**src/hw/rtl/tsfh_pkg.sv**
```systemverilog
`default_nettype none
package tsfh_pkg;

	localparam int FRAC_BITS = 26;
	localparam int TERM_COUNT = 17;

	localparam int ROM_TERMS = 17;
	localparam int ROM_FRAC = 48;
	localparam int MANT_W = 24;
	localparam int SHIFT_W = 5;
	localparam int TERMS = (TERM_COUNT > ROM_TERMS) ? ROM_TERMS : TERM_COUNT;
	localparam int TERM_IDX_W = $clog2(ROM_TERMS);

	localparam int ANGLE_W = 28;
	localparam int TAN_W = 29;
	localparam int ACC_W = 64;
	localparam int HALF_W = ACC_W / 2;
	localparam int SQR_PROD_W = 2 * ANGLE_W;
	localparam int SQ_W = SQR_PROD_W - 1 - FRAC_BITS;
	localparam int OUT_TOP_W = FRAC_BITS + TAN_W;

	localparam logic [MANT_W-1:0] ROM_MANT [ROM_TERMS] = '{
		24'd8388608, 24'd11184810, 24'd8947846, 24'd14486993, 24'd11741092,
		24'd9516827, 24'd15428073, 24'd12505523, 24'd10136594, 24'd16432829,
		24'd13319948, 24'd10796742, 24'd8751510, 24'd14187414, 24'd11499884,
		24'd9321455, 24'd15111373
	};

	localparam logic [SHIFT_W-1:0] ROM_SHIFT [ROM_TERMS] = '{
		5'd25, 5'd23, 5'd22, 5'd20, 5'd19, 5'd18, 5'd16, 5'd15, 5'd14,
		5'd12, 5'd11, 5'd10, 5'd9, 5'd7, 5'd6, 5'd5, 5'd3
	};

	typedef struct packed {
		logic [ANGLE_W-1:0] x;
		logic [SQ_W-1:0]    sq;
		logic [ACC_W-1:0]   acc;
	} lane_t;

	// Each coefficient is held exactly as mantissa and shift; scaling down to
	// the working format truncates toward zero.
	function automatic logic [ACC_W-1:0] coef(input logic [TERM_IDX_W-1:0] k);
		logic [ACC_W-1:0] exact;
		exact = ACC_W'(ROM_MANT[k]) << ROM_SHIFT[k];
		return exact >> (ROM_FRAC - FRAC_BITS);
	endfunction

endpackage
`default_nettype wire

```
**src/hw/rtl/tsfh_cell.sv**
```systemverilog
`default_nettype none
module tsfh_cell (
	input  wire logic                        clk,
	input  wire logic                        arst_n,
	input  wire logic                        in_valid,
	input  wire tsfh_pkg::lane_t             in_lane,
	input  wire logic [tsfh_pkg::ACC_W-1:0]  coef,
	output logic                             out_valid,
	output tsfh_pkg::lane_t                  out_lane
);

	localparam int LO_PROD_W = tsfh_pkg::HALF_W + tsfh_pkg::SQ_W;

	logic                           valid_s1;
	logic                           valid_s2;
	logic                           valid_s3;
	tsfh_pkg::lane_t                lane_s1;
	tsfh_pkg::lane_t                lane_s2;
	tsfh_pkg::lane_t                lane_s3;
	logic [LO_PROD_W-1:0]           plo_s1;
	logic [tsfh_pkg::HALF_W-1:0]    phi_s1;
	logic [tsfh_pkg::ACC_W-1:0]     prod_s2;
	logic [LO_PROD_W-1:0]           phi_full;
	logic [LO_PROD_W-1:0]           plo_next;
	logic [tsfh_pkg::ACC_W-1:0]     sum_next;
	logic [tsfh_pkg::ACC_W-1:0]     acc_next;

	// The product is kept modulo the accumulator width, built from two halves.
	always_comb begin
		plo_next = in_lane.acc[tsfh_pkg::HALF_W-1:0] * in_lane.sq;
		phi_full = in_lane.acc[tsfh_pkg::ACC_W-1:tsfh_pkg::HALF_W] * in_lane.sq;
		sum_next = {{(tsfh_pkg::ACC_W-LO_PROD_W){1'b0}}, plo_s1}
			+ {phi_s1, {tsfh_pkg::HALF_W{1'b0}}};
		acc_next = tsfh_pkg::ACC_W'($signed(prod_s2) >>> tsfh_pkg::FRAC_BITS) + coef;
	end

	always_ff @(posedge clk or negedge arst_n) begin
		if (!arst_n) begin
			valid_s1 <= 1'b0;
			valid_s2 <= 1'b0;
			valid_s3 <= 1'b0;
		end else begin
			valid_s1 <= in_valid;
			valid_s2 <= valid_s1;
			valid_s3 <= valid_s2;
		end
	end

	always_ff @(posedge clk) begin
		lane_s1 <= in_lane;
		plo_s1  <= plo_next;
		phi_s1  <= phi_full[tsfh_pkg::HALF_W-1:0];
		lane_s2 <= lane_s1;
		prod_s2 <= sum_next;
		lane_s3.x   <= lane_s2.x;
		lane_s3.sq  <= lane_s2.sq;
		lane_s3.acc <= acc_next;
	end

	assign out_valid = valid_s3;
	assign out_lane  = lane_s3;

endmodule
`default_nettype wire

```
**config.mk**
```make
export PLATFORM = sky130hd
export DESIGN_NAME = tsfh_cell
export DESIGN_NICKNAME = d
export VERILOG_FILES = /design/src/hw/rtl/tsfh_pkg.sv /design/src/hw/rtl/tsfh_cell.sv
export SDC_FILE = /design/constraint.sdc
export NUM_CORES = 2
export LEC_CHECK = 0
export BUFFER_PORTS_ARGS = -buffer_cell sky130_fd_sc_hd__buf_4
export CAP_MARGIN = 20
export CORE_ASPECT_RATIO = 1.1
export CORE_MARGIN = 5
export CORE_UTILIZATION = 25
export CTS_BUF_LIST = sky130_fd_sc_hd__clkbuf_8
export CTS_CLUSTER_DIAMETER = 80
export DETAILED_ROUTE_END_ITERATION = 12
export GPL_ROUTABILITY_DRIVEN = 0
export PLACE_DENSITY_LB_ADDON = 0.12
export SLEW_MARGIN = 20
export SYNTH_ARGS = -nofsm -noshare
export SYNTH_HDL_FRONTEND = slang
export SYNTH_SLANG_ARGS = --single-unit
```
**constraint.sdc**
```tcl
create_clock -name clk -period 4.12 [get_ports clk]
set_clock_uncertainty 0.1 [all_clocks]
set_input_delay 0.412 -clock clk [delete_from_list [all_inputs] [get_ports clk]]
set_output_delay 0.412 -clock clk [all_outputs]
set_load 0.02 [all_outputs]
```
==> results.md <==
- Outcome: finished with violations
- Failing checks: setup timing
- Drt initial violations: 1588
- DRC violation count after routing: 0
- Initial antenna violation count: 9
- H-tree levels: 3
- DR pass1 iterations: 5
- Number of synthesized register bits: 343
- Main synth FF type: dfxtp_1
- Layout Nets: 8721
- Vias in the first global route: 46280
- Mapped Nets: 7929
- Worst Setup End Kind: register
- Worst min-delay path class: in -> reg
- Total GRT Usage: 0.1684
- Share of layout cells above drive strength 1: 0.2002
- Asr flop ratio synth: 0.008746
- CTS tree: yes
- Avg Inst Size Synth: 9.314 sq um
- Inserted Clock Buffers: 70
- Crit path time final: 6.908 ns
- Post-synthesis cell count: 6072
- Die area: 235800 sq um
- Mapped Area: 56560 sq um
- Post-synthesis sequential area ratio: 0.1217
- Total number of vias: 41710
- Final Max Tran Viols: 0
- Antenna Nets Post-Route: 0
- Worst-path fanout max: 15
- Final setup vio count: 61
- Finished Core Util: 0.3179
- WHS Path Cells: 4
- Chip height: 508.8 um
- Relative slew slack: 0.5354
- Root buf cell: clkbuf_8
- Clk buf depth: 3
- Post-Route WL: 199800 um
- Synth top area cells: fa_1 (43%), dfxtp_1 (12%), ha_1 (10%)
- Unrepaired setup endpoints after global routing: true
- Post-synth EDFFs: 0
- Setup crit start kind: primary input
- First-pass GRT wire length: 300800 um
- Detailed placement HPWL: 164600 um
- Global route overflow: 0
- Core footprint: 225500 sq um
- Crit path DAT: 7.43 ns
- Largest net degree at the start of global routing: 34
- Period utilization: 1.677
- Slew @ Worst Pin: 0.6896 ns
- Final setup TNS: -132.48 ns
- Via density: 4.218
- # IOs: 310
- Hold Violations, Final: 0
- Area Overhead vs Synth: 26.78%
- Reg2reg path depth: 13
- Die Width: 463.5 um
- Clock sink count: 343
- WL/cell: 20.20 um
- Yosys cell types: 80
- Floorplan row count: 183
- Setup CP Type: in -> reg
- IO Port Bufs: 309
- Achievable Freq: 144.8 MHz
- Clk Latency, worst-skew pair: 0.74 ns
- Initial core utilization: 0.2508
- CTS clock-pin slew for the worst setup and hold paths: 0.05 ns
- Max cap viols: 0
- Fin worst setup slack: -2.788 ns
- Yosys top cell by area: fa_1
- Critical Path RT: 4.65 ns
- Synth top area share: 0.4294
- Syn. warnings: 0
-- registers in the layout (all words and copies together) (netlist names), 32 cells and up --
signal	flops
plo_s1	35
lane_s1	57
phi_s1	32
out_lane	121
lane_s2	57
prod_s2	38
-- worst paths after layout --
kind                             start      endpoint  slack [ns]
max reg2reg                prod_s2[44]  out_lane[63]        0.09
min in group asynchronous       arst_n      valid_s2        0.49
max                        in_lane[69]    plo_s1[60]       -2.79
min                        in_lane[68]   lane_s1[68]        0.11
min reg2reg                lane_s2[87]  out_lane[87]        0.22
max in group asynchronous       arst_n     out_valid        3.29
-- layer usage --
| layer | vias to the layer above | routed length (um) | share of wire | GRT usage |
|---|---|---|---|---|
| met4 | 4 | 5060 | 0.025 | 0.03375 |
| met1 | 21350 | 95210 | 0.48 | 0.2401 |
| met5 | - | 23 | 0.00012 | 0 |
| met2 | 716 | 92860 | 0.46 | 0.2791 |
| li1 | 19480 | - | - | - |
| met3 | 156 | 6648 | 0.033 | 0.01615 |
-- cell usage in the layout, fill, tap and decap left out, types with 82 or more instances in the layout --
master,count
clkbuf_8,82
ha_1,422
inv_1,1306
buf_6,83
a21oi_1,94
xnor2_1,128
buf_4,752
and2_1,681
dfxtp_1,340
nand2_1,796
a21o_1,89
fa_1,1138
dlygate4sd3_1,104
-- critical path, stage by stage --
cell,delay (ns)
buf_16,0.14
and2_1,0.20
fa_1,0.50
fa_1,0.54
inv_1,0.06
fa_2,0.39
fa_1,0.53
inv_1,0.05
fa_1,0.47
fa_1,0.49
fa_1,0.49
inv_1,0.05
fa_1,0.49
inv_2,0.05
ha_4,0.21
a21o_1,0.21
a21oi_4,0.24
o311ai_4,0.14
a21oi_2,0.17
a32oi_4,0.19
o2111ai_4,0.34
a31oi_4,0.16
a311o_1,0.40
a31oi_1,0.19
o21bai_1,0.12
xnor2_1,0.13
-- through the flow --
stage / std cells / hold WS, ns / instance area (sq um) / setup WS (ns)
after floorplan: 6072 / 0.01641 / 57600 / -3.071
after global placement: 9588 / 0.1008 / 66510 / -4.116
after detailed placement: 9588 / 0.1041 / 66510 / -4.030
after global routing: 9880 / 0.04413 / 71680 / -2.937
final: 9889 / 0.1150 / 71700 / -2.788
after CTS: 9854 / 0.002361 / 70690 / -2.704
-- cells in the mapped netlist (4+ instances only) --
cell	n
inv_1	1345
fa_1	1213
nand2_1	826
and2_1	711
ha_1	456
dfxtp_1	340
clkbuf_1	311
xnor2_1	144
a21oi_1	131
a21o_1	89
nor2_1	77
o21ai_0	67
xor2_1	59
o21a_1	27
nand3_1	23
nor3_1	22
and3_1	19
nand2b_1	19
a31oi_1	18
nor2b_1	18
o21bai_1	16
nand4_1	15
a211oi_1	12
o21ai_1	12
a21boi_0	5
a221o_1	5
a311oi_1	5
a2111oi_0	4
a211o_1	4
o211ai_1	4
o31ai_1	4
-- layout make-up --
cell class	count	area (sq um)
fill	23640	153800
multi-input combinational	4070	44930
timing repair buffer	1034	9635
sequential	343	6882
inverter	1345	5049
tap	2960	3704
clock buffer	82	1129
clock inverter	45	346.6
antenna	10	25.02
-- kinds of logic after synthesis --
family | share of synthesized area
AOI/OAI and AO/OA | 0.05254
xor gates and xnor gates | 0.03144
adders and majority gates | 0.5303
buffers and inverters | 0.1102
DFF | 0.1217
muxes | 0.0001991
and+or+nand+nor | 0.1537
-- timing repair --
item / 4_1_cts / 5_1_grt
hold endpoints to repair: 104 / 0
hold buffers: 104 / 0
setup buffers: 32 / 30
endpoints found under the setup margin: 62 / 62
gates cloned: 7 / 4
pin swaps: 106 / 112
gates resized for setup: 281 / 206
Power is not shown: default switching activity piles up to over one toggle a cycle in this logic, so the estimate is an artifact.
