`src/hw/rtl/tsfh_pkg.sv`:
```
`default_nettype none
package tsfh_pkg;

	localparam int FRAC_BITS = 26;
	localparam int TERM_COUNT = 17;

	localparam int ROM_TERMS = 17;
	localparam int ROM_FRAC = 48;
	localparam int MANT_W = 24;
	localparam int SHIFT_W = 5;
	localparam int TERMS = (TERM_COUNT > ROM_TERMS) ? ROM_TERMS : TERM_COUNT;
	localparam int TERM_IDX_W = $clog2(ROM_TERMS);

	localparam int ANGLE_W = 28;
	localparam int TAN_W = 29;
	localparam int ACC_W = 64;
	localparam int HALF_W = ACC_W / 2;
	localparam int SQR_PROD_W = 2 * ANGLE_W;
	localparam int SQ_W = SQR_PROD_W - 1 - FRAC_BITS;
	localparam int OUT_TOP_W = FRAC_BITS + TAN_W;

	localparam logic [MANT_W-1:0] ROM_MANT [ROM_TERMS] = '{
		24'd8388608, 24'd11184810, 24'd8947846, 24'd14486993, 24'd11741092,
		24'd9516827, 24'd15428073, 24'd12505523, 24'd10136594, 24'd16432829,
		24'd13319948, 24'd10796742, 24'd8751510, 24'd14187414, 24'd11499884,
		24'd9321455, 24'd15111373
	};

	localparam logic [SHIFT_W-1:0] ROM_SHIFT [ROM_TERMS] = '{
		5'd25, 5'd23, 5'd22, 5'd20, 5'd19, 5'd18, 5'd16, 5'd15, 5'd14,
		5'd12, 5'd11, 5'd10, 5'd9, 5'd7, 5'd6, 5'd5, 5'd3
	};

	typedef struct packed {
		logic [ANGLE_W-1:0] x;
		logic [SQ_W-1:0]    sq;
		logic [ACC_W-1:0]   acc;
	} lane_t;

	// Each coefficient is held exactly as mantissa and shift; scaling down to
	// the working format truncates toward zero.
	function automatic logic [ACC_W-1:0] coef(input logic [TERM_IDX_W-1:0] k);
		logic [ACC_W-1:0] exact;
		exact = ACC_W'(ROM_MANT[k]) << ROM_SHIFT[k];
		return exact >> (ROM_FRAC - FRAC_BITS);
	endfunction

endpackage
`default_nettype wire

```
`src/hw/rtl/tsfh_final.sv`:
```
`default_nettype none
module tsfh_final (
	input  wire logic                        clk,
	input  wire logic                        arst_n,
	input  wire logic                        in_valid,
	input  wire tsfh_pkg::lane_t             in_lane,
	output logic                             out_valid,
	output logic [tsfh_pkg::TAN_W-1:0]       out_tangent
);

	localparam int HI_W = tsfh_pkg::OUT_TOP_W - tsfh_pkg::HALF_W;
	localparam int LO_PROD_W = tsfh_pkg::HALF_W + 1 + tsfh_pkg::ANGLE_W;
	localparam int HI_PROD_W = HI_W + 1 + tsfh_pkg::ANGLE_W;

	logic                              valid_s1;
	logic                              valid_s2;
	logic [tsfh_pkg::OUT_TOP_W-1:0]    plo_s1;
	logic [HI_W-1:0]                   phi_s1;
	logic [tsfh_pkg::TAN_W-1:0]        tangent_s2;
	logic signed [LO_PROD_W-1:0]       plo_full;
	logic signed [HI_PROD_W-1:0]       phi_full;
	logic [tsfh_pkg::OUT_TOP_W-1:0]    sum;

	always_comb begin
		plo_full = $signed({1'b0, in_lane.acc[tsfh_pkg::HALF_W-1:0]})
			* $signed(in_lane.x);
		phi_full = $signed({1'b0, in_lane.acc[tsfh_pkg::OUT_TOP_W-1:tsfh_pkg::HALF_W]})
			* $signed(in_lane.x);
		sum = plo_s1 + {phi_s1, {tsfh_pkg::HALF_W{1'b0}}};
	end

	always_ff @(posedge clk or negedge arst_n) begin
		if (!arst_n) begin
			valid_s1 <= 1'b0;
			valid_s2 <= 1'b0;
		end else begin
			valid_s1 <= in_valid;
			valid_s2 <= valid_s1;
		end
	end

	always_ff @(posedge clk) begin
		plo_s1     <= plo_full[tsfh_pkg::OUT_TOP_W-1:0];
		phi_s1     <= phi_full[HI_W-1:0];
		tangent_s2 <= sum[tsfh_pkg::OUT_TOP_W-1:tsfh_pkg::FRAC_BITS];
	end

	assign out_valid   = valid_s2;
	assign out_tangent = tangent_s2;

endmodule
`default_nettype wire

```
`config.mk`:
```
export PLATFORM = sky130hd
export DESIGN_NAME = tsfh_final
export DESIGN_NICKNAME = d
export VERILOG_FILES = /design/src/hw/rtl/tsfh_pkg.sv /design/src/hw/rtl/tsfh_final.sv
export SDC_FILE = /design/constraint.sdc
export NUM_CORES = 2
export LEC_CHECK = 0
export BUFFER_PORTS_ARGS = -buffer_cell sky130_fd_sc_hd__buf_4
export CAP_MARGIN = 40
export CORE_MARGIN = 2
export CORE_UTILIZATION = 66
export DETAILED_ROUTE_END_ITERATION = 10
export GPL_ROUTABILITY_DRIVEN = 0
export PLACE_DENSITY = 0.84
export SLEW_MARGIN = 20
export SYNTH_ARGS = -nofsm -noshare
export SYNTH_HDL_FRONTEND = slang
export SYNTH_SLANG_ARGS = --single-unit
```
`constraint.sdc`:
```
create_clock -name clk -period 3.6 [get_ports clk]
set_clock_uncertainty 0.05 [all_clocks]
set_input_delay 0.18 -clock clk [delete_from_list [all_inputs] [get_ports clk]]
set_output_delay 0.18 -clock clk [all_outputs]
set_load 0.02 [all_outputs]
```
==> flow_summary.json <==
{
  "cts_buffer_depth": 2,
  "timing.critical_path.max_delay_family": "adder cells",
  "critPathRequiredTime_ns": 3.85,
  "port_buffers": 115,
  "cts_root_buf": "sky130_fd_sc_hd__clkbuf_16",
  "number_of_global_route_vias_before_repair": 33940,
  "std_cell_rows": 88,
  "finalHoldViolations": 0,
  "worst-slew-pin-transition_ns": 0.6013,
  "synth.distinct_cells": 59,
  "floorplan.core_area_um2": 57810,
  "timing_worst_setup_path_type": "input port to register",
  "dieArea_um2": 60540,
  "worst_path_cell_chain": "buf_12, and2_4, fa_1, inv_2, fa_1, inv_2, fa_1, fa_1, fa_1, fa_1, fa_1, fa_1, ha_4, a21oi_1, o211ai_1, o21bai_4, o211ai_4, buf_12, a31oi_4, o21ai_4, a221o_1, or4_4, a31oi_4, xnor2_1",
  "path_depth": 24,
  "cts_inserted_buffers": 9,
  "synth_ff_type": "sky130_fd_sc_hd__dfxtp_1",
  "finalWorstSetupSlack_ns": -3.568,
  "nets": 5980,
  "antenna_found_initial": 8,
  "num_io_pins": 154,
  "die_height_um": 246.1,
  "timing.slew.headroom_pct": 59.91,
  "clk_transition_reported_paths_ns": 0.08,
  "timing.critical_path.buf_inv": 4,
  "post-route-min-period_ns": 7.168,
  "cp_common_cell": "sky130_fd_sc_hd__fa_1",
  "grt_max_degree": 27,
  "crit_arrival_ns": 7.42,
  "crit_path_max_fanout": 4,
  "worstSetupEndpoint": "plo_s1[54]",
  "setup.worst_path.start": "in_lane[117]",
  "synth.top_cells.by_count": "sky130_fd_sc_hd__inv_1 (1020), sky130_fd_sc_hd__fa_1 (965), sky130_fd_sc_hd__nand2_1 (624)",
  "final.hold.worst_slack_ns": 0.07642,
  "setup.worst_path.start_class": "input port",
  "grt_overflow_total": 0,
  "netlist_instances": 4237,
  "reg2reg_depth": 14,
  "worst_setup_path_end_kind": "register",
  "wl_per_cell_um": 23.27,
  "r2r_start": "plo_s1[32]",
  "detailedRoute.firstPassIterationCount": 6,
  "cts-htree-levels": 3,
  "violations": "negative setup slack",
  "route.final.wire_length_um": 123700,
  "initial_core_utilization_pct": 66.89,
  "dp.final_hpwl_um": 91740,
  "layout_overhead_on_the_synthesized_area_pct": 17.36,
  "clock_latency_reported_for_the_late_side_of_the_worst_skew_pair_ns": 0.38,
  "syn_area_per_cell_um2": 9.126,
  "finish.utilization_pct": 78.51,
  "synth_top_area_share_pct": 49.96,
  "cp_slowest_cell": "sky130_fd_sc_hd__fa_1",
  "synth-async-reset-ratio_pct": 2.410,
  "reg2reg_to": "out_tangent[28]",
  "run_status": "finished with violations",
  "ys_seq_elements": 83,
  "num_vias": 31660,
  "min_path_type": "input port to async pin",
  "number_of_flops_mapped_to_enable_cells_by_yosys": 0,
  "syn-num-nets": 5674,
  "layout.cells.non_filler": 5317,
  "via_per_inst": 5.955,
  "rsz0062_at_grt": "true",
  "summed_negative_setup_slack_over_all_endpoints_ns": -116.54,
  "layout-drive-gt1-share_pct": 17.52,
  "groute.usage.overall_pct": 39.22,
  "tritoncts": "yes",
  "grt_first_pass_wirelength_um": 180600,
  "yosysMostFrequentCell": "sky130_fd_sc_hd__inv_1",
  "share_of_synthesized_area_occupied_by_flip_flops_and_latches_pct": 4.323,
  "cts_num_sinks": 83,
  "yosysWarnings": 0,
  "yosys-top-cells-area": "sky130_fd_sc_hd__fa_1 (50%), sky130_fd_sc_hd__ha_1 (11%), sky130_fd_sc_hd__inv_1 (9.9%)",
  "route.detailed.drc": 0,
  "max_clock_freq_ghz": 0.1395,
  "slowest_delay_ns": 0.60,
  "count_of_final_setup_violators": 45,
  "drt-initial-drc-count": 3516,
  "antenna_violating_nets_left": 0,
  "synth_area_um2": 38670,
  "rrSetupSlack_ns": 0.34,
  "placed_cells": 5249,
  "slew_viol_final": 0,
  "post_synth_top_area_cell": "sky130_fd_sc_hd__fa_1",
  "min_period_over_period_pct": 199.1,
  "die_span_in_x_um": 246.1,
  "number_of_max_capacitance_violations_reported": 0
}
## cell type report
class / count / area, um2
multi-input cells: 2895 / 33640
repair buffers: 534 / 4945
inverters: 1020 / 3829
clock inverters: 6 / 96.34
diodes: 4 / 10.01
clock buffers: 10 / 229.0
fillers: 3107 / 12420
well taps: 765 / 957.2
flip-flops and latches: 83 / 1672
## registers in the layout, indices dropped and copies added (netlist names)
register / cells
out_valid: 1
phi_s1: 23
plo_s1: 29
valid_s1: 1
out_tangent: 29
## worst min path at each step
| stage | endpoint | cells past startpoint |
|---|---|---|
| floorplan | out_valid | 0 |
| global placement | valid_s1 | 1 |
| detailed placement | out_valid | 1 |
| CTS | out_valid | 2 |
| global route | out_valid | 2 |
| finish | out_valid | 2 |
## cells by family after synthesis
group / share of synthesized area (%)
adder cells (fa/ha/maj): 61.22
flip-flops: 4.323
XOR/XNOR: 2.582
buffers and inverters: 12.22
AO/OA/AOI/OAI: 2.770
AND/OR/NAND/NOR: 16.88
## cell usage in the layout (no fill, tap or decap), drive strengths merged, types with 3 or more instances in the layout
cell,Yosys,final
a2111oi,3,3
a211o,3,3
a211oi,6,6
a21boi,5,5
a21o,16,16
a21oi,46,46
a31oi,7,7
and2,537,537
and3,11,11
buf,3,528
clkbuf,236,14
dfxtp,81,81
diode,0,4
fa,965,965
ha,348,348
inv,1020,1023
nand2,624,624
nand2b,21,21
nand3,14,14
nand4,9,9
nor2,40,40
nor2b,29,29
nor3,19,19
o2111ai,3,3
o21a,15,15
o21ai,24,24
o21bai,6,6
or4,4,4
xnor2,89,89
xor2,25,25
## metrics by stage
| stage | worst slack, ns | instance area (um2) |
|---|---|---|
| floorplan | -3.336 | 39860 |
| global placement | -3.610 | 43000 |
| detailed placement | -3.823 | 43000 |
| CTS | -3.226 | 44270 |
| global route | -3.617 | 45380 |
| finish | -3.568 | 45380 |
## layer usage
| layer | vias up | global-route usage, % | share of wire [%] |
|---|---|---|---|
| li1 | 12750 | - | - |
| met1 | 15620 | 49.27 | 33 |
| met2 | 2522 | 62.09 | 45 |
| met3 | 765 | 12.12 | 14 |
| met4 | 4 | 18.86 | 7.7 |
| met5 | - | 0 | 0.023 |
## repair_timing
action | in CTS | in global routing
resized for setup | 184 | 198
gates cloned | 0 | 2
setup buffers | 18 | 32
hold endpoints to repair | 3 | 0
hold buffers | 2 | 0
endpoints found under the setup margin | 46 | 46
pin swaps | 43 | 107
Power is not shown: default switching activity piles up to over one toggle a cycle in this logic, so the estimate is an artifact.
