## src/hw/rtl/tsfh_pkg.sv

```systemverilog
`default_nettype none
package tsfh_pkg;

	localparam int FRAC_BITS = 26;
	localparam int TERM_COUNT = 17;

	localparam int ROM_TERMS = 17;
	localparam int ROM_FRAC = 48;
	localparam int MANT_W = 24;
	localparam int SHIFT_W = 5;
	localparam int TERMS = (TERM_COUNT > ROM_TERMS) ? ROM_TERMS : TERM_COUNT;
	localparam int TERM_IDX_W = $clog2(ROM_TERMS);

	localparam int ANGLE_W = 28;
	localparam int TAN_W = 29;
	localparam int ACC_W = 64;
	localparam int HALF_W = ACC_W / 2;
	localparam int SQR_PROD_W = 2 * ANGLE_W;
	localparam int SQ_W = SQR_PROD_W - 1 - FRAC_BITS;
	localparam int OUT_TOP_W = FRAC_BITS + TAN_W;

	localparam logic [MANT_W-1:0] ROM_MANT [ROM_TERMS] = '{
		24'd8388608, 24'd11184810, 24'd8947846, 24'd14486993, 24'd11741092,
		24'd9516827, 24'd15428073, 24'd12505523, 24'd10136594, 24'd16432829,
		24'd13319948, 24'd10796742, 24'd8751510, 24'd14187414, 24'd11499884,
		24'd9321455, 24'd15111373
	};

	localparam logic [SHIFT_W-1:0] ROM_SHIFT [ROM_TERMS] = '{
		5'd25, 5'd23, 5'd22, 5'd20, 5'd19, 5'd18, 5'd16, 5'd15, 5'd14,
		5'd12, 5'd11, 5'd10, 5'd9, 5'd7, 5'd6, 5'd5, 5'd3
	};

	typedef struct packed {
		logic [ANGLE_W-1:0] x;
		logic [SQ_W-1:0]    sq;
		logic [ACC_W-1:0]   acc;
	} lane_t;

	// Each coefficient is held exactly as mantissa and shift; scaling down to
	// the working format truncates toward zero.
	function automatic logic [ACC_W-1:0] coef(input logic [TERM_IDX_W-1:0] k);
		logic [ACC_W-1:0] exact;
		exact = ACC_W'(ROM_MANT[k]) << ROM_SHIFT[k];
		return exact >> (ROM_FRAC - FRAC_BITS);
	endfunction

endpackage
`default_nettype wire

```

## src/hw/rtl/tsfh_square.sv

```systemverilog
`default_nettype none
module tsfh_square (
	input  wire logic                                clk,
	input  wire logic                                arst_n,
	input  wire logic                                in_valid,
	input  wire logic [tsfh_pkg::ANGLE_W-1:0]        in_angle,
	output logic                                     out_valid,
	output tsfh_pkg::lane_t                          out_lane
);

	logic                                 valid_s1;
	logic [tsfh_pkg::ANGLE_W-1:0]         x_s1;
	logic signed [tsfh_pkg::SQR_PROD_W-1:0] prod_s1;

	always_ff @(posedge clk or negedge arst_n) begin
		if (!arst_n) begin
			valid_s1 <= 1'b0;
		end else begin
			valid_s1 <= in_valid;
		end
	end

	always_ff @(posedge clk) begin
		x_s1    <= in_angle;
		prod_s1 <= $signed(in_angle) * $signed(in_angle);
	end

	assign out_valid   = valid_s1;
	assign out_lane.x  = x_s1;
	assign out_lane.sq = prod_s1[tsfh_pkg::SQ_W+tsfh_pkg::FRAC_BITS-1:tsfh_pkg::FRAC_BITS];
	assign out_lane.acc = '0;

endmodule
`default_nettype wire

```

## config.mk

```make
export PLATFORM = sky130hd
export DESIGN_NAME = tsfh_square
export DESIGN_NICKNAME = d
export VERILOG_FILES = /design/src/hw/rtl/tsfh_pkg.sv /design/src/hw/rtl/tsfh_square.sv
export SDC_FILE = /design/constraint.sdc
export NUM_CORES = 2
export LEC_CHECK = 0
export ABC_AREA = 0
export BUFFER_PORTS_ARGS = -buffer_cell sky130_fd_sc_hd__clkbuf_2
export CAP_MARGIN = 25
export CORE_ASPECT_RATIO = 0.7
export CORE_MARGIN = 10
export CORE_UTILIZATION = 65
export DETAILED_ROUTE_END_ITERATION = 8
export GPL_ROUTABILITY_DRIVEN = 0
export PLACE_DENSITY = 0.84
export SETUP_SLACK_MARGIN = 0.4
export SLEW_MARGIN = 0
export SYNTH_ARGS = -nofsm -noshare
export SYNTH_HDL_FRONTEND = slang
export SYNTH_SLANG_ARGS = --single-unit
```

## constraint.sdc

```tcl
create_clock -name clk -period 0.8 [get_ports clk]
set_clock_uncertainty 0.2 [all_clocks]
set_input_delay 0.16 -clock clk [delete_from_list [all_inputs] [get_ports clk]]
set_output_delay 0.16 -clock clk [all_outputs]
set_load 0.02 [all_outputs]
```

==> results of run 1 <==
## logic make-up after synthesis
group,count (synthesis)
compound gates,136
xor+xnor,53
fa+ha+maj,941
buf+inv,1011
flops,58
mux,2
other cells,1
simple gates,503
## metrics by stage
step	TNS, ns	setup WS (ns)	instances	hold WS (ns)
CTS	-189.85	-5.884	3770	-0.7057
detailed placement	-191.22	-6.611	3697	-0.2628
global placement	-185.12	-6.405	3697	-0.2649
floorplan	-161.10	-6.004	2768	-0.3356
## what timing repair did
action                                  in CTS
resized for setup                          432
hold endpoints to repair                    26
endpoints found under the setup margin     109
gates cloned                                 3
pin swaps                                  144
setup buffers                               54
## cell usage after synthesis, types with 20 or more instances
cell type,count
sky130_fd_sc_hd__a21oi_1,47
sky130_fd_sc_hd__and2_1,145
sky130_fd_sc_hd__buf_4,64
sky130_fd_sc_hd__clkbuf_1,78
sky130_fd_sc_hd__dfxtp_1,57
sky130_fd_sc_hd__fa_1,748
sky130_fd_sc_hd__ha_1,193
sky130_fd_sc_hd__inv_1,868
sky130_fd_sc_hd__nand2_1,248
sky130_fd_sc_hd__nor2_1,46
sky130_fd_sc_hd__o21ai_0,20
sky130_fd_sc_hd__xnor2_1,35
## per-layer routing
layer,GRT overflow,track usage
met2,16,0.8148
met1,9,0.6724
met5,0,0.5406
met3,3,0.7206
met4,7,0.6491
==> results.md, run 1 <==
- Cell types with the largest area share after synthesis: sky130_fd_sc_hd__fa_1, sky130_fd_sc_hd__inv_1, sky130_fd_sc_hd__ha_1, sky130_fd_sc_hd__dfxtp_1, sky130_fd_sc_hd__nand2_1
- First Err: [ERROR GRT-0232] Routing congestion too high. Check the congestion heatmap in the GUI.
- CTS Buf Count: 9
- Global-route usage over all layers: 0.7176
- Die height: 188.7 µm
- Die Wd: 261.0 µm
- Result of the run: aborted with a tool error
- Number of top-level pins: 153
- Yosys reg bits: 58
- Synth cell types: 61
- Average size of a mapped cell: 9.773 µm²
- Combinational family with the most area after synthesis: adder cells
- Initial core utilization: 0.6623
- Final HPWL DP: 71620 µm
- Share of the synthesized netlist area taken by xor and xnor gates: 0.01756
- Largest area contributor in the synthesized netlist: sky130_fd_sc_hd__fa_1
- Bufs on Longest Clock Path: 2
- Share of flip-flops with an asynchronous set or reset: 0.01724
- Number of instances in the synthesized netlist: 2705
- Netlist area before placement: 26440 µm²
- Area share of fa/ha/maj cells after synthesis: 0.6578
- Row count: 61
- Remaining Overflow, GRT: 35
- Share of synthesized area spent on multiplexers: 0.0007573
- Total cell area at the placement stage: 31460 µm²
- H-Tree Depth: 3
- Basic-gate share of the synthesized area counting and, or, nand and nor cells: 0.09106
- Number of flops mapped to enable cells by yosys: 0
- Largest net degree at the start of global routing: 20
- Master cell of the clock root buffer: sky130_fd_sc_hd__clkbuf_16
- # clock sinks: 58
- Post-synth top flop: sky130_fd_sc_hd__dfxtp_1
- Area share of the leading cell type in the synthesized netlist: 0.5664
- Compound-cell area share of the yosys netlist: 0.03597
- Number of input and output port buffers inserted: 88
- Step where the flow halted: 5_1_grt
- Warnings from Yosys: 0
- Sequential cell area fraction in the yosys report: 0.04411
==> run 2: changes to the inputs <==
--- a/config.mk
+++ b/config.mk
@@ -8,13 +8,11 @@
 export ABC_AREA = 0
 export BUFFER_PORTS_ARGS = -buffer_cell sky130_fd_sc_hd__clkbuf_2
 export CAP_MARGIN = 25
-export CORE_ASPECT_RATIO = 0.7
 export CORE_MARGIN = 10
-export CORE_UTILIZATION = 65
+export CORE_UTILIZATION = 40
 export DETAILED_ROUTE_END_ITERATION = 8
 export GPL_ROUTABILITY_DRIVEN = 0
-export PLACE_DENSITY = 0.84
-export SETUP_SLACK_MARGIN = 0.4
+export PLACE_DENSITY_LB_ADDON = 0.15
 export SLEW_MARGIN = 0
 export SYNTH_ARGS = -nofsm -noshare
 export SYNTH_HDL_FRONTEND = slang
==> run 2 against run 1 <==
Against the previous run:
- synthesized cell count unchanged
- the flow now finishes, with violations (hold timing, setup timing)
- synthesized area unchanged
==> results.md, run 2 <==
- Number of fill cells: 5842
- Top-count cell post-synth: sky130_fd_sc_hd__inv_1
- Worst Setup SP: in_angle[27]
- Remaining Overflow, GRT: 0
- Final worst path period share: 8.488
- Achievable frequency: 147.3 MHz
- Die Wd: 277.1 µm (+6.1%)
- Row count: 94 (+54%)
- Path type of the worst min-delay path: in -> reg
- Final HPWL DP: 64830 µm (-9.5%)
- Global-route usage over all layers: 0.2086
- Number of flops mapped to enable cells by yosys: 0 (unchanged)
- Share of flip-flops with an asynchronous set or reset: 0.01724 (unchanged)
- Die height: 277.1 µm (+47%)
- Post-synth top flop: sky130_fd_sc_hd__dfxtp_1
- Synth cell types: 61 (unchanged)
- Commonest non-fill, non-tap cell in the layout: sky130_fd_sc_hd__inv_1
- Ant. Diodes: 0
- Core Area: 65630 µm²
- Max Fanout on Critical Path: 4
- Yosys reg bits: 58 (unchanged)
- Worst slack at placement: -6.523 ns (+0.08770 ns)
- Hold Worst Slack: -0.1532 ns
- Total via count in the routed design: 19150
- Worst Path Class, Setup: in -> reg
- Master cell of the clock root buffer: sky130_fd_sc_hd__clkbuf_16
- Global-route wire length before repair: 124800 µm
- Number of vias per cell after detailed routing: 4.628
- Final number of max-transition violations: 0
- Warnings from Yosys: 0 (unchanged)
- Bufs on Longest Clock Path: 2 (unchanged)
- Cell at the slowest stage of the critical path: sky130_fd_sc_hd__fa_2
- Drt pass-1 iters: 6
- Area of the multi-input gates: 23280 µm²
- Hold path startpoint: in_angle[16]
- Antenna violations before repair: 3
- Count of hold buffers inserted by post-cts repair: 8
- Ranking of synthesized cells by instance count: sky130_fd_sc_hd__inv_1, sky130_fd_sc_hd__fa_1, sky130_fd_sc_hd__nand2_1
- Commonest cells after routing, fill and taps aside: sky130_fd_sc_hd__inv_1, sky130_fd_sc_hd__fa_1, sky130_fd_sc_hd__buf_4
- Final-stage net count: 4241
- Hold Path End: x_s1[16]
- Maximum cell stage delay along the critical path: 0.60 ns
- CTS Buf Count: 9 (unchanged)
- Number of nets still failing antenna checks after routing: 0
- Average size of a mapped cell: 9.773 µm² (unchanged)
- Netlist area before placement: 26440 µm² (unchanged)
- Setup repair after global routing missed its margin: true
- Layout cells sized above 1: 0.3100
- Clock slew at the register clock pins of the worst setup and hold paths: 0.07 ns
- Sequential cell area fraction in the yosys report: 0.04411 (unchanged)
- Violations in the final reports: hold timing, setup timing
- Area share of the leading cell type in the synthesized netlist: 0.5664 (unchanged)
- DR WL/cell: 18.77 µm
- Worst hold path stage count: 2
- Largest area contributor in the synthesized netlist: sky130_fd_sc_hd__fa_1
- Die Area: 76770 µm²
- DR DRC count: 0
- Most frequent CP cell: sky130_fd_sc_hd__fa_1
- Endpoint required time on the critical path: 0.91 ns
- CTS tree: yes
- Number of top-level pins: 153 (unchanged)
- Cell types with the largest area share after synthesis: sky130_fd_sc_hd__fa_1, sky130_fd_sc_hd__inv_1, sky130_fd_sc_hd__ha_1, sky130_fd_sc_hd__dfxtp_1, sky130_fd_sc_hd__nand2_1
- Setup slack after layout: -5.990 ns
- Initial detailed-routing violation count: 657
- Result of the run: finished with violations
- Largest register by flop count: prod_s1
- H-Tree Depth: 3 (unchanged)
- Area grow syn2layout: 34.18%
- Element type at the critical path start: primary input
- Final core utilization: 0.5405
- Setup violation total in the final timing report: 87
- Number of instances in the synthesized netlist: 2705 (unchanged)
- MaxCap Viol Count: 0
- Via count of the first global-routing pass: 22690
- Reg area: 1236 µm²
- Largest net degree at the start of global routing: 26
- Initial core utilization: 0.4028 (-0.2595)
- Number of input and output port buffers inserted: 88 (unchanged)
- Arrival time of the worst setup path: 6.90 ns
- Sort of element at the end of the critical path: register
- # clock sinks: 58 (unchanged)
- Number of flip-flops under the largest register name: 30
- Final hold violation count: 10
- Routed wire length: 77670 µm
- Crit path time final: 6.790 ns
run 2: cell families (layout without fill, tap and decap cells):
group,count (synthesis),in the layout,share of synthesized area
other,1,64,0.0001418
xor gates and xnor gates,53,53,0.01756
muxes,2,2,0.0007573
buffers and inverters,1011,1517,0.1526
AOI/OAI and AO/OA,136,136,0.03597
and+or+nand+nor,503,503,0.09106
adders and majority gates,941,941,0.6578
DFF,58,58,0.04411
run 2: how the worst max path moves through the flow:
| stage | cells past startpoint | endpoint |
|---|---|---|
| final | 26 | prod_s1[53] |
| after global routing | 26 | prod_s1[53] |
| after CTS | 24 | prod_s1[53] |
| after detailed placement | 22 | prod_s1[53] |
| after global placement | 28 | prod_s1[52] |
| after floorplan | 23 | prod_s1[52] |
run 2: critical path: cells and delay by family:
kind	cells	cell delay [ns]
AO/OA/AOI/OAI	2	0.48
XOR/XNOR	1	0.16
AND/OR/NAND/NOR	3	0.72
buffers and inverters	11	1.07
adder cells (fa/ha/maj)	9	4.30
run 2: layout make-up:
| type | instances | area share |
|---|---|---|
| flip-flops and latches | 58 | 0.03485 |
| clock buffers | 12 | 0.007231 |
| inverters | 868 | 0.09252 |
| well taps | 864 | 0.03048 |
| repair buffers | 633 | 0.1772 |
| multi-input cells | 1699 | 0.6563 |
| clock inverters | 4 | 0.001411 |
run 2: timing repair:
action                                  in CTS  in global routing
cloned                                       7                  4
pin swaps                                  147                 96
endpoints found under the setup margin      88                 89
setup buffers                               49                 25
endpoints found under the hold margin       17                 10
gates resized for setup                    437                193
run 2: layer usage:
metal	vias up	GRT usage	share of wire
met4	0	0.07833	0.039
met2	339	0.3761	0.53
li1	8641	-	-
met1	10040	0.2481	0.39
met3	133	0.02907	0.036
met5	-	0	0
run 2: metrics by stage:
| step | std cells | setup TNS [ns] | instance area, µm² |
|---|---|---|---|
| after floorplan | 2768 | -161.03 | 27630 |
| after global placement | 4035 | -187.50 | 31720 |
| after detailed placement | 4035 | -187.88 | 31720 |
| after CTS | 4114 | -190.33 | 34620 |
| after global routing | 4138 | -193.42 | 35470 |
| final | 4138 | -187.17 | 35470 |
Power of run 2 is not shown: default switching activity piles up to over one toggle a cycle in this logic, so the estimate is an artifact.
